### src/dsns_pkg.sv
// ----------------------------------------------------------------------------
// dsns_pkg: shared types and constants for the double SHA-256 nonce scan
// Word types, round constants, the initial hash value, register indexes,
// state machine encodings and the layout of the result beat.
// ----------------------------------------------------------------------------
`default_nettype none

package dsns_pkg;

  localparam int unsigned WORD_W  = 32;
  localparam int unsigned NONCE_W = 32;
  localparam int unsigned TRIED_W = 17;

  localparam int unsigned DEF_SCAN_SPAN_BITS = 16;
  localparam int unsigned DEF_ZERO_BITS      = 16;

  // Result beat layout, from bit 0 up: nonce_out, hashes_tried, digest words 0..7.
  localparam int unsigned NONCE_LSB   = 0;
  localparam int unsigned TRIED_LSB   = NONCE_LSB + NONCE_W;
  localparam int unsigned DIGEST_LSB  = TRIED_LSB + TRIED_W;
  localparam int unsigned DIGEST7_LSB = DIGEST_LSB + 7 * WORD_W;
  localparam int unsigned PAYLOAD_W   = DIGEST_LSB + 8 * WORD_W;
  localparam int unsigned TDATA_W     = ((PAYLOAD_W + 7) / 8) * 8;
  localparam int unsigned TDATA_PAD   = TDATA_W - PAYLOAD_W;

  // Configuration register indexes
  localparam int unsigned CFG_IDX_W = 3;
  localparam logic [CFG_IDX_W-1:0] REG_MID_01  = 3'd0;
  localparam logic [CFG_IDX_W-1:0] REG_MID_23  = 3'd1;
  localparam logic [CFG_IDX_W-1:0] REG_MID_45  = 3'd2;
  localparam logic [CFG_IDX_W-1:0] REG_MID_67  = 3'd3;
  localparam logic [CFG_IDX_W-1:0] REG_TAIL_01 = 3'd4;
  localparam logic [CFG_IDX_W-1:0] REG_TAIL_2  = 3'd5;

  // Padding words of the two message blocks
  localparam logic [WORD_W-1:0] PAD_BIT_WORD  = 32'h8000_0000;
  localparam logic [WORD_W-1:0] LEN_CHUNK2    = 32'h0000_0280;
  localparam logic [WORD_W-1:0] LEN_DIGEST    = 32'h0000_0100;

  typedef logic [7:0][WORD_W-1:0]  state_words_t;
  typedef logic [15:0][WORD_W-1:0] block_words_t;

  typedef struct packed {
    logic busy;
    logic done;
  } sha_status_t;

  typedef enum logic [1:0] {
    CS_IDLE,
    CS_ROUND,
    CS_FINAL
  } core_state_t;

  typedef enum logic [1:0] {
    SS_IDLE,
    SS_PASS1,
    SS_PASS2,
    SS_RESULT
  } scan_state_t;

  localparam logic [WORD_W-1:0] SHA_IV [8] = '{
    32'h6a09e667, 32'hbb67ae85, 32'h3c6ef372, 32'ha54ff53a,
    32'h510e527f, 32'h9b05688c, 32'h1f83d9ab, 32'h5be0cd19
  };

  localparam logic [WORD_W-1:0] SHA_K [64] = '{
    32'h428a2f98, 32'h71374491, 32'hb5c0fbcf, 32'he9b5dba5,
    32'h3956c25b, 32'h59f111f1, 32'h923f82a4, 32'hab1c5ed5,
    32'hd807aa98, 32'h12835b01, 32'h243185be, 32'h550c7dc3,
    32'h72be5d74, 32'h80deb1fe, 32'h9bdc06a7, 32'hc19bf174,
    32'he49b69c1, 32'hefbe4786, 32'h0fc19dc6, 32'h240ca1cc,
    32'h2de92c6f, 32'h4a7484aa, 32'h5cb0a9dc, 32'h76f988da,
    32'h983e5152, 32'ha831c66d, 32'hb00327c8, 32'hbf597fc7,
    32'hc6e00bf3, 32'hd5a79147, 32'h06ca6351, 32'h14292967,
    32'h27b70a85, 32'h2e1b2138, 32'h4d2c6dfc, 32'h53380d13,
    32'h650a7354, 32'h766a0abb, 32'h81c2c92e, 32'h92722c85,
    32'ha2bfe8a1, 32'ha81a664b, 32'hc24b8b70, 32'hc76c51a3,
    32'hd192e819, 32'hd6990624, 32'hf40e3585, 32'h106aa070,
    32'h19a4c116, 32'h1e376c08, 32'h2748774c, 32'h34b0bcb5,
    32'h391c0cb3, 32'h4ed8aa4a, 32'h5b9cca4f, 32'h682e6ff3,
    32'h748f82ee, 32'h78a5636f, 32'h84c87814, 32'h8cc70208,
    32'h90befffa, 32'ha4506ceb, 32'hbef9a3f7, 32'hc67178f2
  };

endpackage

`default_nettype wire

### src/double_sha256_nonce_scan.sv
// ----------------------------------------------------------------------------
// double_sha256_nonce_scan: double SHA-256 nonce scan over a header tail
// Usage:
//   cfg channel: write midstate and header tail words while the block is idle
//     (cfg_ready is always high; indexes past the last register are ignored).
//   s_t* channel: one beat carries the start nonce. The block increments it,
//     hashes the header chunk from the midstate, hashes that digest again,
//     and stops on a zero low ZERO_BITS of digest word 7 or when the low
//     SCAN_SPAN_BITS of the nonce wrap to zero.
//   m_t* channel: one result beat per scan; m_tuser is the found flag.
// Sequencing: one compression runs on the single shared round unit (load,
//   64 rounds, chain add), and each nonce takes two compressions.
//   m_tvalid rises when a scan ends and s_tready rises with it, so a new
//   scan starts only after the last one has finished;
//   a full window holds 2^SCAN_SPAN_BITS nonces.
//   s_tready is high only while no scan runs.
// Reset clears config registers, the sequencer and the output valid.
// A stalled receiver holds the result in the output register; a finished scan
//   waits for that register to drain before it is written.
// ----------------------------------------------------------------------------
`default_nettype none

module double_sha256_nonce_scan #(
  parameter int unsigned SCAN_SPAN_BITS = dsns_pkg::DEF_SCAN_SPAN_BITS,
  parameter int unsigned ZERO_BITS      = dsns_pkg::DEF_ZERO_BITS
) (
  input  wire                              clk,
  input  wire                              rst,
  input  wire                              cfg_valid,
  output logic                             cfg_ready,
  input  wire [dsns_pkg::CFG_IDX_W-1:0]    cfg_index,
  input  wire [63:0]                       cfg_data,
  input  wire                              s_tvalid,
  output logic                             s_tready,
  input  wire [dsns_pkg::NONCE_W-1:0]      s_tdata,   // start_nonce
  output logic                             m_tvalid,
  input  wire                              m_tready,
  // nonce_out, hashes_tried, digest_word_0 .. digest_word_7, zero fill
  output logic [dsns_pkg::TDATA_W-1:0]     m_tdata,
  output logic [0:0]                       m_tuser    // found
);

  localparam logic [63:0] SPAN_COUNT = 64'd1 << SCAN_SPAN_BITS;
  localparam logic [dsns_pkg::TRIED_W-1:0] EXHAUST_TRIED = SPAN_COUNT[dsns_pkg::TRIED_W-1:0];

  logic [63:0] mid_01, mid_23, mid_45, mid_67, tail_01;
  logic [31:0] tail_2;

  dsns_pkg::scan_state_t state, state_next;
  logic [dsns_pkg::NONCE_W-1:0] nonce, nonce_next;
  logic [dsns_pkg::TRIED_W-1:0] tried, tried_rep;

  dsns_pkg::sha_status_t  core_status;
  dsns_pkg::state_words_t core_digest, chain_mid, chain_iv, core_chain;
  dsns_pkg::block_words_t chunk2, padded, core_msg;

  logic core_start, sel_pass2, out_load, out_free;
  logic in_beat, hit, wrap, stop, cont;

  assign cfg_ready = 1'b1;

  always_ff @(posedge clk) begin
    if (rst) begin
      mid_01  <= '0;
      mid_23  <= '0;
      mid_45  <= '0;
      mid_67  <= '0;
      tail_01 <= '0;
      tail_2  <= '0;
    end else if (cfg_valid) begin
      unique case (cfg_index)
        dsns_pkg::REG_MID_01:  mid_01  <= cfg_data;
        dsns_pkg::REG_MID_23:  mid_23  <= cfg_data;
        dsns_pkg::REG_MID_45:  mid_45  <= cfg_data;
        dsns_pkg::REG_MID_67:  mid_67  <= cfg_data;
        dsns_pkg::REG_TAIL_01: tail_01 <= cfg_data;
        dsns_pkg::REG_TAIL_2:  tail_2  <= cfg_data[31:0];
        default: ;
      endcase
    end
  end

  always_comb begin
    in_beat  = s_tvalid && s_tready;
    hit      = (core_digest[7][ZERO_BITS-1:0] == '0);
    wrap     = (nonce[SCAN_SPAN_BITS-1:0] == '0);
    stop     = hit || wrap;
    out_free = !m_tvalid || m_tready;
    cont     = (state == dsns_pkg::SS_PASS2) && core_status.done && !stop;
    if (in_beat) begin
      nonce_next = s_tdata + 32'd1;
    end else if (cont) begin
      nonce_next = nonce + 32'd1;
    end else begin
      nonce_next = nonce;
    end
    tried_rep = hit ? tried : EXHAUST_TRIED;
  end

  // Message blocks and chain values for the two compressions
  always_comb begin
    chain_mid = {mid_67[31:0], mid_67[63:32], mid_45[31:0], mid_45[63:32],
                 mid_23[31:0], mid_23[63:32], mid_01[31:0], mid_01[63:32]};
    for (int k = 0; k < 8; k++) begin
      chain_iv[k] = dsns_pkg::SHA_IV[k];
    end
    chunk2     = '0;
    chunk2[0]  = tail_01[63:32];
    chunk2[1]  = tail_01[31:0];
    chunk2[2]  = tail_2;
    chunk2[3]  = nonce_next;
    chunk2[4]  = dsns_pkg::PAD_BIT_WORD;
    chunk2[15] = dsns_pkg::LEN_CHUNK2;
    padded      = '0;
    padded[7:0] = core_digest;
    padded[8]   = dsns_pkg::PAD_BIT_WORD;
    padded[15]  = dsns_pkg::LEN_DIGEST;
    core_chain = sel_pass2 ? chain_iv : chain_mid;
    core_msg   = sel_pass2 ? padded : chunk2;
  end

  always_comb begin
    state_next = state;
    unique case (state)
      dsns_pkg::SS_IDLE:  if (s_tvalid) state_next = dsns_pkg::SS_PASS1;
      dsns_pkg::SS_PASS1: if (core_status.done) state_next = dsns_pkg::SS_PASS2;
      dsns_pkg::SS_PASS2: begin
        if (core_status.done) begin
          if (!stop) begin
            state_next = dsns_pkg::SS_PASS1;
          end else if (out_free) begin
            state_next = dsns_pkg::SS_IDLE;
          end else begin
            state_next = dsns_pkg::SS_RESULT;
          end
        end
      end
      dsns_pkg::SS_RESULT: if (out_free) state_next = dsns_pkg::SS_IDLE;
      default: state_next = dsns_pkg::SS_IDLE;
    endcase
  end

  always_comb begin
    s_tready   = 1'b0;
    core_start = 1'b0;
    sel_pass2  = 1'b0;
    out_load   = 1'b0;
    unique case (state)
      dsns_pkg::SS_IDLE: begin
        s_tready   = 1'b1;
        core_start = s_tvalid;
      end
      dsns_pkg::SS_PASS1: begin
        core_start = core_status.done;
        sel_pass2  = core_status.done;
      end
      dsns_pkg::SS_PASS2: begin
        core_start = core_status.done && !stop;
        sel_pass2  = !(core_status.done && !stop);
        out_load   = core_status.done && stop && out_free;
      end
      dsns_pkg::SS_RESULT: begin
        sel_pass2 = 1'b1;
        out_load  = out_free;
      end
      default: ;
    endcase
  end

  always_ff @(posedge clk) begin
    if (rst) begin
      state    <= dsns_pkg::SS_IDLE;
      m_tvalid <= 1'b0;
    end else begin
      state <= state_next;
      if (out_load) begin
        m_tvalid <= 1'b1;
      end else if (m_tready) begin
        m_tvalid <= 1'b0;
      end
    end
  end

  always_ff @(posedge clk) begin
    nonce <= nonce_next;
    if (in_beat) begin
      tried <= {{(dsns_pkg::TRIED_W-1){1'b0}}, 1'b1};
    end else if (cont) begin
      tried <= tried + 1'b1;
    end
    if (out_load) begin
      m_tdata <= {{dsns_pkg::TDATA_PAD{1'b0}}, core_digest, tried_rep, nonce};
      m_tuser <= hit;
    end
  end

  dsns_sha_core u_core (
    .clk    (clk),
    .rst    (rst),
    .start  (core_start),
    .chain  (core_chain),
    .msg    (core_msg),
    .status (core_status),
    .digest (core_digest)
  );

endmodule

`default_nettype wire

### src/dsns_sha_core.sv
// ----------------------------------------------------------------------------
// dsns_sha_core: iterative SHA-256 compression, one round per cycle
// A start pulse loads the message block and chain value; 64 rounds run on a
// shared round unit with a sliding 16-word schedule, then the chain is added.
// The chain input must stay stable until done.
// ----------------------------------------------------------------------------
`default_nettype none

module dsns_sha_core (
  input  wire                         clk,
  input  wire                         rst,
  input  wire                         start,
  input  wire dsns_pkg::state_words_t chain,
  input  wire dsns_pkg::block_words_t msg,
  output dsns_pkg::sha_status_t       status,
  output dsns_pkg::state_words_t      digest
);

  function automatic logic [31:0] rotr(input logic [31:0] x, input int unsigned n);
    rotr = (x >> n) | (x << (32 - n));
  endfunction

  dsns_pkg::core_state_t  state, state_next;
  logic [5:0]             round;
  logic                   done;
  dsns_pkg::state_words_t v;
  dsns_pkg::block_words_t w;

  logic [31:0] bsig0, bsig1, ch, maj, t1, t2;
  logic [31:0] ssig0, ssig1, w_new;

  // Round unit: v[0] is a, v[7] is h; w[0] is the word of this round.
  always_comb begin
    bsig1 = rotr(v[4], 6) ^ rotr(v[4], 11) ^ rotr(v[4], 25);
    ch    = (v[4] & v[5]) ^ (~v[4] & v[6]);
    t1    = v[7] + bsig1 + ch + dsns_pkg::SHA_K[round] + w[0];
    bsig0 = rotr(v[0], 2) ^ rotr(v[0], 13) ^ rotr(v[0], 22);
    maj   = (v[0] & v[1]) ^ (v[0] & v[2]) ^ (v[1] & v[2]);
    t2    = bsig0 + maj;
    ssig0 = rotr(w[1], 7) ^ rotr(w[1], 18) ^ (w[1] >> 3);
    ssig1 = rotr(w[14], 17) ^ rotr(w[14], 19) ^ (w[14] >> 10);
    w_new = w[0] + ssig0 + w[9] + ssig1;
  end

  always_comb begin
    state_next = state;
    unique case (state)
      dsns_pkg::CS_IDLE:  if (start) state_next = dsns_pkg::CS_ROUND;
      dsns_pkg::CS_ROUND: if (round == 6'd63) state_next = dsns_pkg::CS_FINAL;
      dsns_pkg::CS_FINAL: state_next = dsns_pkg::CS_IDLE;
      default:            state_next = dsns_pkg::CS_IDLE;
    endcase
  end

  always_comb begin
    status.busy = (state != dsns_pkg::CS_IDLE);
    status.done = done;
  end

  always_ff @(posedge clk) begin
    if (rst) begin
      state <= dsns_pkg::CS_IDLE;
      round <= '0;
      done  <= 1'b0;
    end else begin
      state <= state_next;
      done  <= (state == dsns_pkg::CS_FINAL);
      if (state == dsns_pkg::CS_ROUND) begin
        round <= round + 6'd1;
      end else begin
        round <= '0;
      end
    end
  end

  always_ff @(posedge clk) begin
    unique case (state)
      dsns_pkg::CS_IDLE: begin
        if (start) begin
          v <= chain;
          w <= msg;
        end
      end
      dsns_pkg::CS_ROUND: begin
        v <= {v[6:4], v[3] + t1, v[2:0], t1 + t2};
        w <= {w_new, w[15:1]};
      end
      dsns_pkg::CS_FINAL: begin
        for (int k = 0; k < 8; k++) begin
          digest[k] <= chain[k] + v[k];
        end
      end
      default: ;
    endcase
  end

endmodule

`default_nettype wire

### config.mk
export PLATFORM = sky130hd
export DESIGN_NAME = double_sha256_nonce_scan
export DESIGN_NICKNAME = d
export VERILOG_FILES = /design/src/dsns_pkg.sv /design/src/double_sha256_nonce_scan.sv /design/src/dsns_sha_core.sv
export SDC_FILE = /design/constraint.sdc
export NUM_CORES = 2
export LEC_CHECK = 0
export ABC_AREA = 0
export BUFFER_PORTS_ARGS = -buffer_cell sky130_fd_sc_hd__buf_2
export CAP_MARGIN = 10
export CORE_MARGIN = 2
export CORE_UTILIZATION = 38
export DETAILED_ROUTE_END_ITERATION = 7
export PLACE_DENSITY = 0.52
export SLEW_MARGIN = 20
export SYNTH_ARGS = -nofsm -noshare
export SYNTH_HDL_FRONTEND = slang
export SYNTH_SLANG_ARGS = --single-unit
export TNS_END_PERCENT = 50
### constraint.sdc
create_clock -name clk -period 23.3 [get_ports clk]
set_input_delay 1.165 -clock clk [delete_from_list [all_inputs] [get_ports clk]]
set_output_delay 1.165 -clock clk [all_outputs]
set_load 0.01 [all_outputs]
==> metrics.cfg <==
[die]
die_y_um = 501
initial_core_util_pct = 38.2
num_io_pins = 420
core_area_um2 = 246000
die_area_um2 = 251000
num_rows = 182
fp.dieW_um = 501

[cts]
cts_max_level = 4
clkSinkCount = 1743
numCtsBuffers = 196
cts_tree = yes
clkTransAtPathRegs_ns = 0.06
cts.repair.resized = 0
clk_latency_ns = 0.90
cts.path.max_buffers = 3
postCtsSetupRepairBufs = 0
clockRootBuffer = clkbuf_16
ctsHoldBuffers = 0

[sta]
min_period_ns = 10.76
max_slew_margin_pct = 20.8
fin_crit_sh_pct = 46.2
fin_setup_tns_ns = 0
rsz0062_at_grt = false
clock.fmax_mhz = 93.0
clock_skew_ns = 0.102
slew_violations = 0
finalSetupViolations = 0
worstMarginPinSlew_ns = 1.18
hold_viol_final = 0

[global_route]
track_usage_pct = 30.9
grt_max_degree = 156
grt_pass1_wl_mm = 543
grt_pass1_vias = 67996
grt_overflow_total = 0
grt_antenna_before_repair = 92

[job]
cap_violations = 0

[setup_path]
cp_top_family = compound AO/OA/AOI/OAI gates
worst-path-stages = 38
crit_path_max_fanout = 60
crit_buf_inv = 6
reg2reg_depth = 38
crit_type = reg -> reg
startpoint_type = register
worst_path_max_delay_cell = buf_4
required_ns = 23.91
crit_top_cell = fa_1
cp.arrival_ns = 11.36
end_kind = register
slowest_delay_ns = 0.54

[finish]
nNetsFinal = 9890
layout-drive-gt1-share_pct = 11.7
syn_to_final_growth_pct = 12.8
mostFrequentLayoutCells = nand2_1, edfxtp_1, a21oi_1
mostFrequentLayoutCell = nand2_1

[logic_synthesis]
syn_area_per_cell_um2 = 10.5
synth_cell_types = 95
synth_ff_type = edfxtp_1
ys_seq_area_share_pct = 51.3
synth_edf_count = 1330
synth_warnings = 0
syn_inst = 8948
synthArstFlopShare_pct = 0
synth_seq_cells = 1743
syn_area_um2 = 94000

[run_status]
outcome = finished, final reports clean

[route]
antenna_left = 0
vias = 72656
first_pass_iters = 8
first_iter_violations = 9205
avgRoutedWirePerCell_um = 31.5
drc = 0
drt-total-wl_mm = 397
viasPerCell = 5.76

[min_path]
hp-class = reg -> reg
hold_path_depth = 1

[place]
gp_congestion = 0.960
port_buffers = 411
dp.final_hpwl_mm = 299

==> Yosys cell counts (all sizes together), types with 11 or more instances <==
cell type	count	area, um^2
o311ai	21	191
clkbuf	406	1520
o2111ai	11	96.3
or3	22	138
o211ai	29	218
or2	12	75.1
o31ai	17	138
mux2	195	2200
nor4	31	230
a2111oi	11	129
a21boi	18	135
buf	51	250
nor3	81	415
and3	49	308
a211oi	51	388
nor2	462	1730
xor2	209	1830
and2	369	2310
o21bai	42	315
ha	397	4970
a311oi	14	129
nand2b	192	1200
a31oi	160	1020
nand3	125	626
nand4	45	288
a21o	214	1610
xnor2	444	3890
nand2	1499	5630
nor2b	57	357
dfxtp	413	8270
a31o	15	131
fa	195	3900
o21a	52	390
inv	344	1290
a211o	13	114
a21oi	754	3790
and4	15	131
o21ai	427	2140
mux2i	40	400
edfxtp	1330	39900
==> final timing paths <==
kind	start	endpoint	slack, ns
worst min register to register	u_core.w[366]	u_core.w[334]	0.42
worst min-delay path	u_core.w[366]	u_core.w[334]	0.42
worst max-delay path	u_core.round[2]	u_core.v[28]	12.54
worst max register to register	u_core.round[2]	u_core.v[28]	12.54
==> kinds of logic (layout without fill, tap and decap cells) <==
group / after synthesis / after routing / share of synthesized area, %
simple gates: 2988 / 2988 / 14.5
compound gates: 1925 / 1925 / 12.4
flops: 1743 / 1743 / 51.3
buf+inv: 801 / 1214 / 3.26
xor+xnor: 653 / 653 / 6.09
fa+ha+maj: 594 / 594 / 9.46
mux: 242 / 242 / 2.93
other cells: 2 / 39 / 0.00799
==> registers in the layout, indices dropped and copies added, names as in the netlist <==
register       flops
nonce             32
u_core.round       6
tail_2            32
mid_23            64
tail_01           64
u_core.digest    256
u_core.state       2
m_tuser            1
u_core.w         512
m_tdata          305
u_core.done        1
mid_01            64
mid_67            64
mid_45            64
state              2
m_tvalid           1
tried             17
u_core.v         256
==> final cells by class <==
type / count / area (um^2)
multi-input cells: 6410 / 42800
flip-flops and latches: 1743 / 48200
well taps: 3220 / 4030
clock buffers: 257 / 5400
fillers: 23481 / 140000
repair buffers: 499 / 2830
diodes: 31 / 77.6
clock inverters: 114 / 1380
inverters: 344 / 1290
==> worst register-to-register path, delay by kind of cell, from the launching register on <==
| kind | cells | cell delay [ns] |
|---|---|---|
| adder cells (fa/ha/maj) | 7 | 2.99 |
| AO/OA/AOI/OAI | 17 | 3.79 |
| flip-flops | 1 | 0.30 |
| buffers and inverters | 6 | 1.64 |
| XOR/XNOR | 1 | 0.24 |
| AND/OR/NAND/NOR | 7 | 1.51 |
==> routing by layer <==
metal	share of wire, %	vias to the layer above	GRT usage [%]
li1	-	31918	-
met1	43	36397	43.4
met2	43	3649	45.8
met3	8.6	676	5.43
met4	5.4	16	15.3
met5	0.025	-	0
==> metrics by stage <==
stage / std cells / instance area [um^2] / hold WS, ns / setup slack [ns] / util [%]
floorplan: 8954 / 94000 / 0.408 / 3.89 / -
global placement: 12215 / 99200 / 0.436 / 12.60 / 40.3
detailed placement: 12215 / 99200 / 0.435 / 12.68 / 40.3
CTS: 12586 / 106000 / 0.422 / 12.65 / 43.1
global route: 12599 / 106000 / 0.461 / 11.93 / 43.1
finish: 12618 / 106000 / 0.421 / 12.54 / 43.1
Power is not shown: default switching activity piles up to over one toggle a cycle in this logic, so the estimate is an artifact.
